## config.mk

```make
export PLATFORM = sky130hd
export DESIGN_NAME = adaptive_heartbeat_interval_flat
export DESIGN_NICKNAME = d
export VERILOG_FILES = /design/src/rtl/core/ahi_pkg.sv /design/src/rtl/core/ahi_channels.sv /design/src/rtl/core/adaptive_heartbeat_interval.sv /design/src/rtl/core/ahi_update.sv /design/src/flat_wrapper.sv
export SDC_FILE = /design/constraint.sdc
export NUM_CORES = 2
export LEC_CHECK = 0
export ABC_AREA = 1
export BUFFER_PORTS_ARGS = -buffer_cell sky130_fd_sc_hd__buf_2
export CAP_MARGIN = 10
export CELL_PAD_IN_SITES_DETAIL_PLACEMENT = 0
export CELL_PAD_IN_SITES_GLOBAL_PLACEMENT = 1
export CORE_UTILIZATION = 30
export CTS_BUF_LIST = sky130_fd_sc_hd__clkbuf_4 sky130_fd_sc_hd__clkbuf_8
export DETAILED_ROUTE_END_ITERATION = 7
export PLACE_DENSITY = 0.67
export SLEW_MARGIN = 5
export SYNTH_ARGS = -nofsm -noshare
export SYNTH_HDL_FRONTEND = slang
export SYNTH_SLANG_ARGS = --single-unit
```

## constraint.sdc

```tcl
create_clock -name clk -period 25.9 [get_ports clk]
set_input_delay 5.18 -clock clk [delete_from_list [all_inputs] [get_ports clk]]
set_output_delay 5.18 -clock clk [all_outputs]
set_load 0.01 [all_outputs]
```

## src/rtl/core/ahi_pkg.sv

```systemverilog
// ahi_pkg: shared types, register indexes and reset values for the
// adaptive heartbeat interval block. no dependencies.
package ahi_pkg;

    localparam int NOW_W      = 48;
    localparam int COUNT_W    = 8;
    localparam int RATE_W     = 24;
    localparam int INTERVAL_W = 16;
    localparam int WEIGHT_W   = 16;
    localparam int RUN_W      = 8;
    localparam int CFG_IDX_W  = 4;
    localparam int CFG_DATA_W = 24;

    // item kinds
    localparam logic KIND_TICK  = 1'b0;
    localparam logic KIND_REARM = 1'b1;

    // register indexes of the configuration port
    typedef enum logic [CFG_IDX_W-1:0] {
        CFG_SMOOTHING_WEIGHT    = 4'd0,
        CFG_HIGH_RATE_THRESHOLD = 4'd1,
        CFG_LOW_RATE_THRESHOLD  = 4'd2,
        CFG_HYSTERESIS_TICKS    = 4'd3,
        CFG_STEP_UP_MS          = 4'd4,
        CFG_STEP_DOWN_MS        = 4'd5,
        CFG_MIN_INTERVAL_MS     = 4'd6,
        CFG_MAX_INTERVAL_MS     = 4'd7
    } cfg_index_t;

    // reset values
    localparam logic [WEIGHT_W-1:0]   WEIGHT_RESET    = 16'd4588;
    localparam logic [RATE_W-1:0]     HIGH_THR_RESET  = 24'd163840;
    localparam logic [RATE_W-1:0]     LOW_THR_RESET   = 24'd32768;
    localparam logic [RUN_W-1:0]      HYST_RESET      = 8'd10;
    localparam logic [INTERVAL_W-1:0] STEP_UP_RESET   = 16'd500;
    localparam logic [INTERVAL_W-1:0] STEP_DOWN_RESET = 16'd250;
    localparam logic [INTERVAL_W-1:0] MIN_IV_RESET    = 16'd5000;
    localparam logic [INTERVAL_W-1:0] MAX_IV_RESET    = 16'd10000;
    localparam logic [INTERVAL_W-1:0] INTERVAL_RESET  = 16'd5000;

    typedef struct packed {
        logic [WEIGHT_W-1:0]   smoothing_weight;
        logic [RATE_W-1:0]     high_rate_threshold;
        logic [RATE_W-1:0]     low_rate_threshold;
        logic [RUN_W-1:0]      hysteresis_ticks;
        logic [INTERVAL_W-1:0] step_up_ms;
        logic [INTERVAL_W-1:0] step_down_ms;
        logic [INTERVAL_W-1:0] min_interval_ms;
        logic [INTERVAL_W-1:0] max_interval_ms;
    } cfg_t;

    typedef struct packed {
        logic [RATE_W-1:0]     smoothed_rate;
        logic [RUN_W-1:0]      backoff_run;
        logic [RUN_W-1:0]      recover_run;
        logic [INTERVAL_W-1:0] current_interval;
        logic [NOW_W-1:0]      next_deadline;
    } state_t;

endpackage

```

## src/rtl/core/ahi_channels.sv

```systemverilog
// ahi_channels: valid/ready channel interfaces for tick items and results.
// depends on ahi_pkg.
interface ahi_tick_if import ahi_pkg::*; ();
    logic               valid;
    logic               ready;
    logic               kind;
    logic [NOW_W-1:0]   now_ms;
    logic [COUNT_W-1:0] inbound_count;

    modport source (output valid, kind, now_ms, inbound_count, input ready);
    modport sink   (input valid, kind, now_ms, inbound_count, output ready);
endinterface

interface ahi_result_if import ahi_pkg::*; ();
    logic                  valid;
    logic                  ready;
    logic                  fire_heartbeat;
    logic [INTERVAL_W-1:0] interval_ms;
    logic [RATE_W-1:0]     rate_estimate;

    modport source (output valid, fire_heartbeat, interval_ms, rate_estimate, input ready);
    modport sink   (input valid, fire_heartbeat, interval_ms, rate_estimate, output ready);
endinterface

```

## src/rtl/core/adaptive_heartbeat_interval.sv

```systemverilog
// adaptive_heartbeat_interval: top level with input register, config
// registers, state and result register. depends on ahi_pkg, ahi_channels, ahi_update.
//
// usage:
//  - tick channel (sink): kind 0 is a timer tick carrying now_ms and the
//    inbound packet count, kind 1 rearms the deadline to now plus interval
//  - result channel (source): one item per input item with fire_heartbeat,
//    the interval after the item and the smoothed rate in q8.16
//  - config port: cfg_en writes cfg_data to register cfg_index at the clock
//    edge; unknown indexes are dropped; write only while the block is idle
//  - order: an accepted item is held in the input register, then its result
//    is registered in the result register and offered from there on
//  - throughput: one item per cycle while the receiver takes results; the ewma
//    multiply, run counters, interval clamp and deadline add are combinational
//    from the input register to the state and result registers
//  - receiver stall: the result register holds, the input register keeps
//    one more item, then tick.ready drops until the result is taken
//  - reset: registers return to their defaults, rate and runs to zero,
//    interval to 5000 ms, deadline to zero so the first tick fires
module adaptive_heartbeat_interval import ahi_pkg::*;
(
    input  logic                  clk,
    input  logic                  rst_n,
    input  logic                  cfg_en,
    input  logic [CFG_IDX_W-1:0]  cfg_index,
    input  logic [CFG_DATA_W-1:0] cfg_data,
    ahi_tick_if.sink              tick,
    ahi_result_if.source          result
);

    // configuration registers
    cfg_t                  cfg_reg;

    // input register stage
    logic                  in_valid_reg;
    logic                  in_kind_reg;
    logic [NOW_W-1:0]      in_now_reg;
    logic [COUNT_W-1:0]    in_count_reg;

    // block state
    state_t                state_reg;
    state_t                state_next;

    // result register stage
    logic                  out_valid_reg;
    logic                  out_fire_reg;
    logic [INTERVAL_W-1:0] out_interval_reg;
    logic [RATE_W-1:0]     out_rate_reg;

    logic                  res_fire;
    logic [INTERVAL_W-1:0] res_interval;
    logic [RATE_W-1:0]     res_rate;

    logic                  advance;
    logic                  take_in;

    // item moves to the result register when that slot is free or drains now
    assign advance = in_valid_reg && (!out_valid_reg || result.ready);
    assign take_in = tick.valid && tick.ready;

    assign tick.ready = !in_valid_reg || advance;

    // config writes, register index per the package enum
    always_ff @(posedge clk or negedge rst_n)
    begin
        if (!rst_n)
        begin
            cfg_reg.smoothing_weight    <= WEIGHT_RESET;
            cfg_reg.high_rate_threshold <= HIGH_THR_RESET;
            cfg_reg.low_rate_threshold  <= LOW_THR_RESET;
            cfg_reg.hysteresis_ticks    <= HYST_RESET;
            cfg_reg.step_up_ms          <= STEP_UP_RESET;
            cfg_reg.step_down_ms        <= STEP_DOWN_RESET;
            cfg_reg.min_interval_ms     <= MIN_IV_RESET;
            cfg_reg.max_interval_ms     <= MAX_IV_RESET;
        end
        else if (cfg_en)
        begin
            case (cfg_index)
                CFG_SMOOTHING_WEIGHT:    cfg_reg.smoothing_weight    <= cfg_data[15:0];
                CFG_HIGH_RATE_THRESHOLD: cfg_reg.high_rate_threshold <= cfg_data[23:0];
                CFG_LOW_RATE_THRESHOLD:  cfg_reg.low_rate_threshold  <= cfg_data[23:0];
                CFG_HYSTERESIS_TICKS:    cfg_reg.hysteresis_ticks    <= cfg_data[7:0];
                CFG_STEP_UP_MS:          cfg_reg.step_up_ms          <= cfg_data[15:0];
                CFG_STEP_DOWN_MS:        cfg_reg.step_down_ms        <= cfg_data[15:0];
                CFG_MIN_INTERVAL_MS:     cfg_reg.min_interval_ms     <= cfg_data[15:0];
                CFG_MAX_INTERVAL_MS:     cfg_reg.max_interval_ms     <= cfg_data[15:0];
                default:                 ;
            endcase
        end
    end

    // input register: control reset, payload loads on accept
    always_ff @(posedge clk or negedge rst_n)
    begin
        if (!rst_n)
        begin
            in_valid_reg <= 1'b0;
        end
        else if (take_in)
        begin
            in_valid_reg <= 1'b1;
        end
        else if (advance)
        begin
            in_valid_reg <= 1'b0;
        end
    end

    always_ff @(posedge clk)
    begin
        if (take_in)
        begin
            in_kind_reg  <= tick.kind;
            in_now_reg   <= tick.now_ms;
            in_count_reg <= tick.inbound_count;
        end
    end

    ahi_update u_update
    (
        .cfg            (cfg_reg),
        .state          (state_reg),
        .kind           (in_kind_reg),
        .now_ms         (in_now_reg),
        .inbound_count  (in_count_reg),
        .state_next     (state_next),
        .fire_heartbeat (res_fire),
        .interval_ms    (res_interval),
        .rate_estimate  (res_rate)
    );

    // state commits together with the result, so the next item sees it
    always_ff @(posedge clk or negedge rst_n)
    begin
        if (!rst_n)
        begin
            state_reg.smoothed_rate    <= '0;
            state_reg.backoff_run      <= '0;
            state_reg.recover_run      <= '0;
            state_reg.current_interval <= INTERVAL_RESET;
            state_reg.next_deadline    <= '0;
        end
        else if (advance)
        begin
            state_reg <= state_next;
        end
    end

    // result register
    always_ff @(posedge clk or negedge rst_n)
    begin
        if (!rst_n)
        begin
            out_valid_reg <= 1'b0;
        end
        else if (advance)
        begin
            out_valid_reg <= 1'b1;
        end
        else if (result.ready)
        begin
            out_valid_reg <= 1'b0;
        end
    end

    always_ff @(posedge clk)
    begin
        if (advance)
        begin
            out_fire_reg     <= res_fire;
            out_interval_reg <= res_interval;
            out_rate_reg     <= res_rate;
        end
    end

    assign result.valid          = out_valid_reg;
    assign result.fire_heartbeat = out_fire_reg;
    assign result.interval_ms    = out_interval_reg;
    assign result.rate_estimate  = out_rate_reg;

    // every item leaving the input stage shows up as a result
    a_advance_to_result: assert property (@(posedge clk) disable iff (!rst_n)
        advance |=> out_valid_reg)
        else $error("item left input stage without a result");

    // state only changes when an item is processed
    a_state_hold: assert property (@(posedge clk) disable iff (!rst_n)
        !advance |=> $stable(state_reg))
        else $error("state changed without an item");

    // the two hysteresis runs are never active together
    a_runs_exclusive: assert property (@(posedge clk) disable iff (!rst_n)
        !((state_reg.backoff_run != '0) && (state_reg.recover_run != '0)))
        else $error("backoff and recover runs both nonzero");

    // back pressure only when the input stage holds an item that cannot move
    a_ready_low: assert property (@(posedge clk) disable iff (!rst_n)
        !tick.ready |-> (in_valid_reg && out_valid_reg && !result.ready))
        else $error("tick channel stalled without cause");

endmodule

```

## src/rtl/core/ahi_update.sv

```systemverilog
// ahi_update: one-pass next-state logic for a tick or rearm item:
// ewma rate, hysteresis runs, interval step and deadline. depends on ahi_pkg.
module ahi_update import ahi_pkg::*;
(
    input  cfg_t                  cfg,
    input  state_t                state,
    input  logic                  kind,
    input  logic [NOW_W-1:0]      now_ms,
    input  logic [COUNT_W-1:0]    inbound_count,
    output state_t                state_next,
    output logic                  fire_heartbeat,
    output logic [INTERVAL_W-1:0] interval_ms,
    output logic [RATE_W-1:0]     rate_estimate
);

    // rate + floor((a*(c<<16 - rate) + half) >> 16)
    logic signed [RATE_W:0]     rate_diff;
    logic signed [RATE_W+17:0]  rate_prod;
    logic signed [RATE_W+17:0]  rate_round;
    logic signed [RATE_W+1:0]   rate_adj;
    logic signed [RATE_W+1:0]   rate_sum;
    logic [RATE_W-1:0]          rate_new;

    logic [RUN_W-1:0]           hyst;
    logic [RUN_W-1:0]           backoff_inc;
    logic [RUN_W-1:0]           recover_inc;
    logic [RUN_W-1:0]           backoff_run;
    logic [RUN_W-1:0]           recover_run;
    logic                       step_up;
    logic                       step_down;

    logic [INTERVAL_W:0]        up_sum;
    logic [INTERVAL_W-1:0]      iv_up;
    logic signed [INTERVAL_W+1:0] dn_diff;
    logic [INTERVAL_W-1:0]      iv_new;
    logic                       due;

    assign rate_diff  = $signed({1'b0, inbound_count, 16'h0000})
                      - $signed({1'b0, state.smoothed_rate});
    assign rate_prod  = rate_diff * $signed({1'b0, cfg.smoothing_weight});
    assign rate_round = rate_prod + $signed((RATE_W+18)'(32768));
    assign rate_adj   = rate_round[RATE_W+17:16];
    assign rate_sum   = $signed({2'b00, state.smoothed_rate}) + rate_adj;
    assign rate_new   = rate_sum[RATE_W-1:0];

    assign hyst        = (cfg.hysteresis_ticks == '0) ? RUN_W'(1) : cfg.hysteresis_ticks;
    assign backoff_inc = (state.backoff_run == '1) ? state.backoff_run
                                                   : state.backoff_run + RUN_W'(1);
    assign recover_inc = (state.recover_run == '1) ? state.recover_run
                                                   : state.recover_run + RUN_W'(1);

    always_comb
    begin
        if (rate_new > cfg.high_rate_threshold)
        begin
            backoff_run = backoff_inc;
            recover_run = '0;
        end
        else if (rate_new < cfg.low_rate_threshold)
        begin
            backoff_run = '0;
            recover_run = recover_inc;
        end
        else
        begin
            backoff_run = '0;
            recover_run = '0;
        end
    end

    assign step_up   = (backoff_run >= hyst);
    assign step_down = (recover_run >= hyst);

    // step up clamps to max, then step down clamps to min, in that order
    assign up_sum = {1'b0, state.current_interval} + {1'b0, cfg.step_up_ms};
    assign iv_up  = !step_up ? state.current_interval
                  : (up_sum > {1'b0, cfg.max_interval_ms}) ? cfg.max_interval_ms
                  : up_sum[INTERVAL_W-1:0];
    assign dn_diff = $signed({2'b00, iv_up}) - $signed({2'b00, cfg.step_down_ms});
    assign iv_new  = !step_down ? iv_up
                   : (dn_diff < $signed({2'b00, cfg.min_interval_ms})) ? cfg.min_interval_ms
                   : dn_diff[INTERVAL_W-1:0];

    assign due = (now_ms >= state.next_deadline);

    always_comb
    begin
        state_next     = state;
        fire_heartbeat = 1'b0;
        if (kind == KIND_REARM)
        begin
            state_next.next_deadline = now_ms + {{(NOW_W-INTERVAL_W){1'b0}},
                                                 state.current_interval};
        end
        else
        begin
            state_next.smoothed_rate    = rate_new;
            state_next.backoff_run      = step_up ? '0 : backoff_run;
            state_next.recover_run      = step_down ? '0 : recover_run;
            state_next.current_interval = iv_new;
            if (due)
            begin
                fire_heartbeat           = 1'b1;
                state_next.next_deadline = state.next_deadline
                                         + {{(NOW_W-INTERVAL_W){1'b0}}, iv_new};
            end
        end
    end

    assign interval_ms   = state_next.current_interval;
    assign rate_estimate = state_next.smoothed_rate;

endmodule

```

## src/flat_wrapper.sv

```systemverilog
// flat-port wrapper written by rule: the top's interface ports become plain ports
module adaptive_heartbeat_interval_flat import ahi_pkg::*;
  (clk, rst_n, cfg_en, cfg_index, cfg_data, tick_valid, tick_kind, tick_now_ms, tick_inbound_count, tick_ready, result_valid, result_fire_heartbeat, result_interval_ms, result_rate_estimate, result_ready);
  ahi_tick_if tick_i ();
  ahi_result_if result_i ();
  input  logic clk;
  input  logic rst_n;
  input  logic cfg_en;
  input  logic [CFG_IDX_W-1:0] cfg_index;
  input  logic [CFG_DATA_W-1:0] cfg_data;
  input wire logic [$bits(tick_i.valid)-1:0] tick_valid;
  input wire logic [$bits(tick_i.kind)-1:0] tick_kind;
  input wire logic [$bits(tick_i.now_ms)-1:0] tick_now_ms;
  input wire logic [$bits(tick_i.inbound_count)-1:0] tick_inbound_count;
  output wire logic [$bits(tick_i.ready)-1:0] tick_ready;
  output wire logic [$bits(result_i.valid)-1:0] result_valid;
  output wire logic [$bits(result_i.fire_heartbeat)-1:0] result_fire_heartbeat;
  output wire logic [$bits(result_i.interval_ms)-1:0] result_interval_ms;
  output wire logic [$bits(result_i.rate_estimate)-1:0] result_rate_estimate;
  input wire logic [$bits(result_i.ready)-1:0] result_ready;
  assign tick_i.valid = tick_valid;
  assign tick_i.kind = tick_kind;
  assign tick_i.now_ms = tick_now_ms;
  assign tick_i.inbound_count = tick_inbound_count;
  assign tick_ready = tick_i.ready;
  assign result_valid = result_i.valid;
  assign result_fire_heartbeat = result_i.fire_heartbeat;
  assign result_interval_ms = result_i.interval_ms;
  assign result_rate_estimate = result_i.rate_estimate;
  assign result_i.ready = result_ready;
  adaptive_heartbeat_interval u_core (.clk(clk), .rst_n(rst_n), .cfg_en(cfg_en), .cfg_index(cfg_index), .cfg_data(cfg_data), .tick(tick_i), .result(result_i));
endmodule
```

== Word level (Yosys, flattened, before mapping) ==
Index checks and enable logic that the tools add are counted.

* Reductions and logical operators: 21
* Muxes and demuxes: 20
* $mul: 1
* Bitwise logic cells: 1
* Add/sub/neg operators: 9
* Magnitude comparators: 7
* Equal/unequal tests: 9

{| class="wikitable"
|+ Operators by type and width
! operator !! number
|-
| $add 48x16->48 || 2
|-
| $mux 48 || 2
|-
| $mux 16 || 4
|-
| $mux 8 || 8
|-
| $mux 56 || 1
|-
| $ge 48x48->1 || 1
|-
| $add 40x17->40 const B || 1
|-
| $mul 25x17->40 || 1
|-
| $sub 24x24->25 || 1
|-
| $add 24x24->24 || 1
|-
| $gt 24x24->1 || 1
|-
| $lt 24x24->1 || 1
|-
| $reduce_and 2->1 || 10
|-
| $add 16x16->17 || 1
|-
| $gt 17x16->1 || 1
|-
| $lt 17x17->1 || 1
|-
| $sub 16x16->17 || 1
|-
| $add 8x1->8 const B || 2
|-
| $eq 4x3->1 const B || 4
|-
| $eq 8x8->1 const B || 2
|-
| $ge 8x8->1 || 2
|-
| $eq 4x2->1 const B || 2
|-
| $logic_not 8->1 || 1
|-
| $reduce_bool 2->1 || 3
|-
| other kinds (7) || 14
|}

* Flip-flop bits (word level): 340
* Word-level logic and storage cells: 89
* Output and inout bits: 43

== Longest topological paths before layout ==
* Word-level depth: 15
* Depth in mapped cells: 112
* Gate-level depth less buffers: 109

== By module ==
Synthesis repeated with hierarchy kept, for this count alone.

* Cell total of the unflattened synthesis: 5,552
* Area total of the unflattened synthesis: 41,089.4 um^2

{| class="wikitable"
|+ By module, submodules not included
! module !! times used !! area an instance (um^2) !! cells each
|-
| ahi_update || 1 || 28,577.4 || 4,375
|-
| adaptive_heartbeat_interval || 1 || 12,512.0 || 1,177
|}

== Worst setup path before layout ==
Ideal clock, no wire load.

* Kind: register to register
* From: register u_core.state_reg[80] (netlist bit)
* To: register u_core.state_reg[46] (netlist bit)
* Cell stages (with the launch flop): 105
* Path buffers: 4
* Library setup time: 0.126 ns
* Slack: 10.519 ns
* Arrival: 15.254 ns
* Data required time: 25.774 ns
* Cells stage by stage: dfrtp_1 buf_2 inv_1 ha_1 nand4_2 nor2_4 nand3_4 nor2_4 nand2_2 o21ai_2 inv_2 o21ai_4 nand3_2 nand2_2 xor2_4 inv_4 nor2_2 fa_1 [... 69 more ...] inv_1 fa_1 inv_1 nand3_1 nand2_1 a21boi_1 inv_1 nand2_1 nand2_1 inv_1 o21ai_1 nand3_1 nand3_1 nand2_1 nand2_1 nand2_1 nand2_1 o21ai_0

* Word-level cells in the longest chain between the ends: 15
* Elaborated cells between the ends (all ways): 19
* Those cells by class: add/sub (5); mul (1); order compare (5); mux (8)

{| class="wikitable"
|+ Ends and longest elaborated chain
! what !! line !! source
|-
| from (decl) || adaptive_heartbeat_interval.sv:41 || <nowiki>state_t state_reg;</nowiki>
|-
| from (signal assigned) || adaptive_heartbeat_interval.sv:146 || <nowiki>state_reg <= state_next;</nowiki>
|-
| $sub 24x24->25 || ahi_update.sv:39 || <nowiki>- $signed({1'b0, state.smoothed_rate});</nowiki>
|-
| $mul 25x17->40 || ahi_update.sv:40 || <nowiki>assign rate_prod = rate_diff * $signed({1'b0, cfg.smoothing_weight});</nowiki>
|-
| $add 40x17->40 || ahi_update.sv:41 || <nowiki>assign rate_round = rate_prod + $signed((RATE_W+18)'(32768));</nowiki>
|-
| $add 24x24->24 * || ahi_update.sv:43 || <nowiki>assign rate_sum = $signed({2'b00, state.smoothed_rate}) + rate_adj;</nowiki>
|-
| $gt 24x24->1 || ahi_update.sv:54 || <nowiki>if (rate_new > cfg.high_rate_threshold)</nowiki>
|-
| $mux 8 || ahi_update.sv:54 ||
|-
| $ge 8x8->1 || ahi_update.sv:71 || <nowiki>assign step_up = (backoff_run >= hyst);</nowiki>
|-
| $mux 16 || ahi_update.sv:76 || <nowiki>assign iv_up = !step_up ? state.current_interval</nowiki>
|-
| $sub 16x16->17 || ahi_update.sv:79 || <nowiki>assign dn_diff = $signed({2'b00, iv_up}) - $signed({2'b00, cfg.step_down_ms});</nowiki>
|-
| $lt 17x17->1 || ahi_update.sv:81 || <nowiki>: (dn_diff < $signed({2'b00, cfg.min_interval_ms})) ? cfg.min_interval_ms</nowiki>
|-
| $mux 16 || ahi_update.sv:81 ||
|-
| $mux 16 * || ahi_update.sv:80 || <nowiki>assign iv_new = !step_down ? iv_up</nowiki>
|-
| $add 48x16->48 * || ahi_update.sv:105 || <nowiki>+ {{(NOW_W-INTERVAL_W){1'b0}}, iv_new};</nowiki>
|-
| $mux 48 * || ahi_update.sv:101 || <nowiki>if (due)</nowiki>
|-
| $mux 48 * || ahi_update.sv:90 || <nowiki>if (kind == KIND_REARM)</nowiki>
|}

Every way passes the cells marked *; elsewhere a longest branch is shown, timed or not. The select of a mux whose other input is x is not followed.
A chain may end at the register's enable or synchronous reset.

== Worst setup path in the final report ==
Same ends and word-level chain as after synthesis.

==> metrics.txt <==
DIE HEIGHT roughly 360 um; htree depth 2; Reg2Reg Depth ~90; Synth area leader fa_1; number of cells upsized or downsized after cts 0; Top FF cell, synth dfrtp_1; CP Class reg2reg; TritonCTS clock tree built; All-Layer GR Usage a little over a fifth; skew final around 0.042 ns; mean instance size in the synthesized netlist 7.63 um2; Critical path origin u_core.state_reg[80]; Skew-Pair Late Insertion Delay 0.73 ns; DR WL/cell 19.4 um; vias after detailed routing 33900; Die X-Extent 364 um; Final Net Count 6093; first-pass GRT wire length 211000 um; synth warn 0; GPL Wtd Cong 0.912; Cells after Synth ~5200; hpwl dp 110000 um; post-route ant nets 0; Slew @ Worst Pin 1.16 ns; dpl cell area around 0.042 mm2; post-route design area about 0.043 mm2; DP Cell Count 6941; RSZ-0062 raised after global routing no; worst r2r src u_core.state_reg[80]; max-cap violations 0; Yosys cell types between 60 and 70; sequential area share after synthesis 23.0%; largest net degree at the start of global routing 92; DR pass1 iterations 6; port bufs between 100 and 150; Post-route DRC 0; Die Area 0.133 mm2; TNS Setup 0 ns; Synth top area share 19.5%; # Post-CTS Setup Buffers 0; relative slew slack a little over a fifth; period utilisation layout approximately 78%; DR iter-0 viols 2327; synth cell count leaders nand2_1 (1134), inv_1 (1039), nor2_1 (405); synthesized area 0.0393 mm2; #FFs+latches synth 340; Worst EP required 26.45 ns; total gr overflow 0; Fill cells roughly 14000; R2R Path End u_core.state_reg[46]; Worst Hold Depth 2; worst min path class reg2reg; status finished clean; synth top area cells fa_1 (19%), dfrtp_1 (13%), ha_1 (11%); clock-pin slew on the worst setup and hold paths 0.07 ns; hold buffers post-CTS 0; fmax approximately 49 MHz; ys async rst share 71.2%; share of cells above drive strength 1 under 10%; CP max-delay cell xor2_1; arrival time of the worst setup path approximately 21 ns; # clock sinks 340; Clock Tree Root clkbuf_8; end point of the worst hold path u_core.cfg_reg[80]; Worst Min Path Start u_core.cfg_reg[80]; # rows roughly 130; Most Frequent Cell on Critical Path nand2_1; crit-path max FO 32; Worst Setup End Kind flip-flop; vias in the first global route 34600; Clock Path Buffers 3; Critical Path Source Type flip-flop; reg2reg setup slack approximately 5.6 ns; minimum clock period 20.30 ns; Core Region 0.130 mm2; Routed WL 137000 um; Area growth, synth to finish 10.2%; effective utilization at floorplan 30.3%; Slew Viols, Final 0; count leader, synth nand2_1; max reg flops roughly 140; CP max stage delay 0.91 ns; Layout Cells excl Fill between 7000 and 8000; Final Hold Fails 0; vias per cell 4.81; syn_nets 5990; initial antenna violation count 10; Ports 133; Setup-failing EPs final 0; number of synthesized flops with an enable pin 98; TritonCTS Buffers 60
==> placed cells by master (no fill, tap or decap), types with 14 or more instances in the layout <==
cell         n
nand2_1   1134
nor4_1      23
fa_1       383
buf_2      131
inv_1     1037
xnor2_1     35
nor3_1      75
clkinv_2    17
nor2_2      22
nand4_1     59
nand3_1    215
ha_1       359
xor2_1      88
edfxtp_1    98
o21ai_0    397
clkbuf_8    66
dfstp_2     39
nor2_1     404
nand3b_1    14
a21oi_1    253
or2_2       20
buf_4       33
dfrtp_1    203
==> logic make-up (layout without fill, tap and decap cells) <==
| group | Yosys count | in the layout | synth area share (%) |
|---|---|---|---|
| buffers and inverters | 1180 | 1334 | 11.3 |
| other | 0 | 2 | 0 |
| and+or+nand+nor | 1998 | 1998 | 21.3 |
| xor gates and xnor gates | 126 | 126 | 2.92 |
| DFF | 340 | 340 | 23.0 |
| AOI/OAI and AO/OA | 772 | 772 | 10.6 |
| adders and majority gates | 742 | 742 | 30.9 |
==> routing by layer <==
metal	vias up	GRT usage [%]	share of wire, %	wire length, um
met5	-	0	0	0
li1	16500	-	-	-
met1	16500	28.3	45	61500
met3	152	2.34	5.0	6840
met2	865	35.0	47	64800
met4	0	5.52	2.7	3630
==> how the worst max path moves through the flow <==
stage / to
final: u_core.state_reg[46]
after detailed placement: u_core.state_reg[46]
after global routing: u_core.state_reg[46]
after floorplan: u_core.state_reg[46]
after CTS: u_core.state_reg[46]
after global placement: u_core.state_reg[14]
==> final cells by class <==
cell class / instances / area, um2 / share of cell area [%]
Antenna cell: 2 / 5.00 / 0.0115
Inverter: 1056 / 3970 / 9.16
Tap cell: 1742 / 2180 / 5.03
Clock buffer: 79 / 1010 / 2.32
Multi-Input combinational cell: 3638 / 25800 / 59.6
Timing Repair Buffer: 165 / 918 / 2.12
Clock inverter: 34 / 387 / 0.892
Sequential cell: 340 / 9050 / 20.9
==> critical path: cells and delay by family, from the launching register on <==
family                     cells  cell delay [ns]
DFF                            1             0.62
AOI/OAI and AO/OA             15             2.67
adders and majority gates     15             5.74
xor gates and xnor gates       3             1.58
and+or+nand+nor               46             7.55
buffers and inverters         13             1.89
==> stage by stage <==
stage / setup WS (ns) / util, % / hold slack (ns)
3_3_place_gp: 5.75 / 32.3 / 0.466
3_5_place_dp: 5.70 / 32.3 / 0.472
2_1_floorplan: 10.52 / - / 0.448
6_report: 5.60 / 33.4 / 0.486
5_1_grt: 3.85 / 33.4 / 0.495
4_1_cts: 5.65 / 33.4 / 0.489
Power is left out: the tool's default activity adds up to more than one toggle a clock period on the data nets, which glitch-free logic cannot reach.
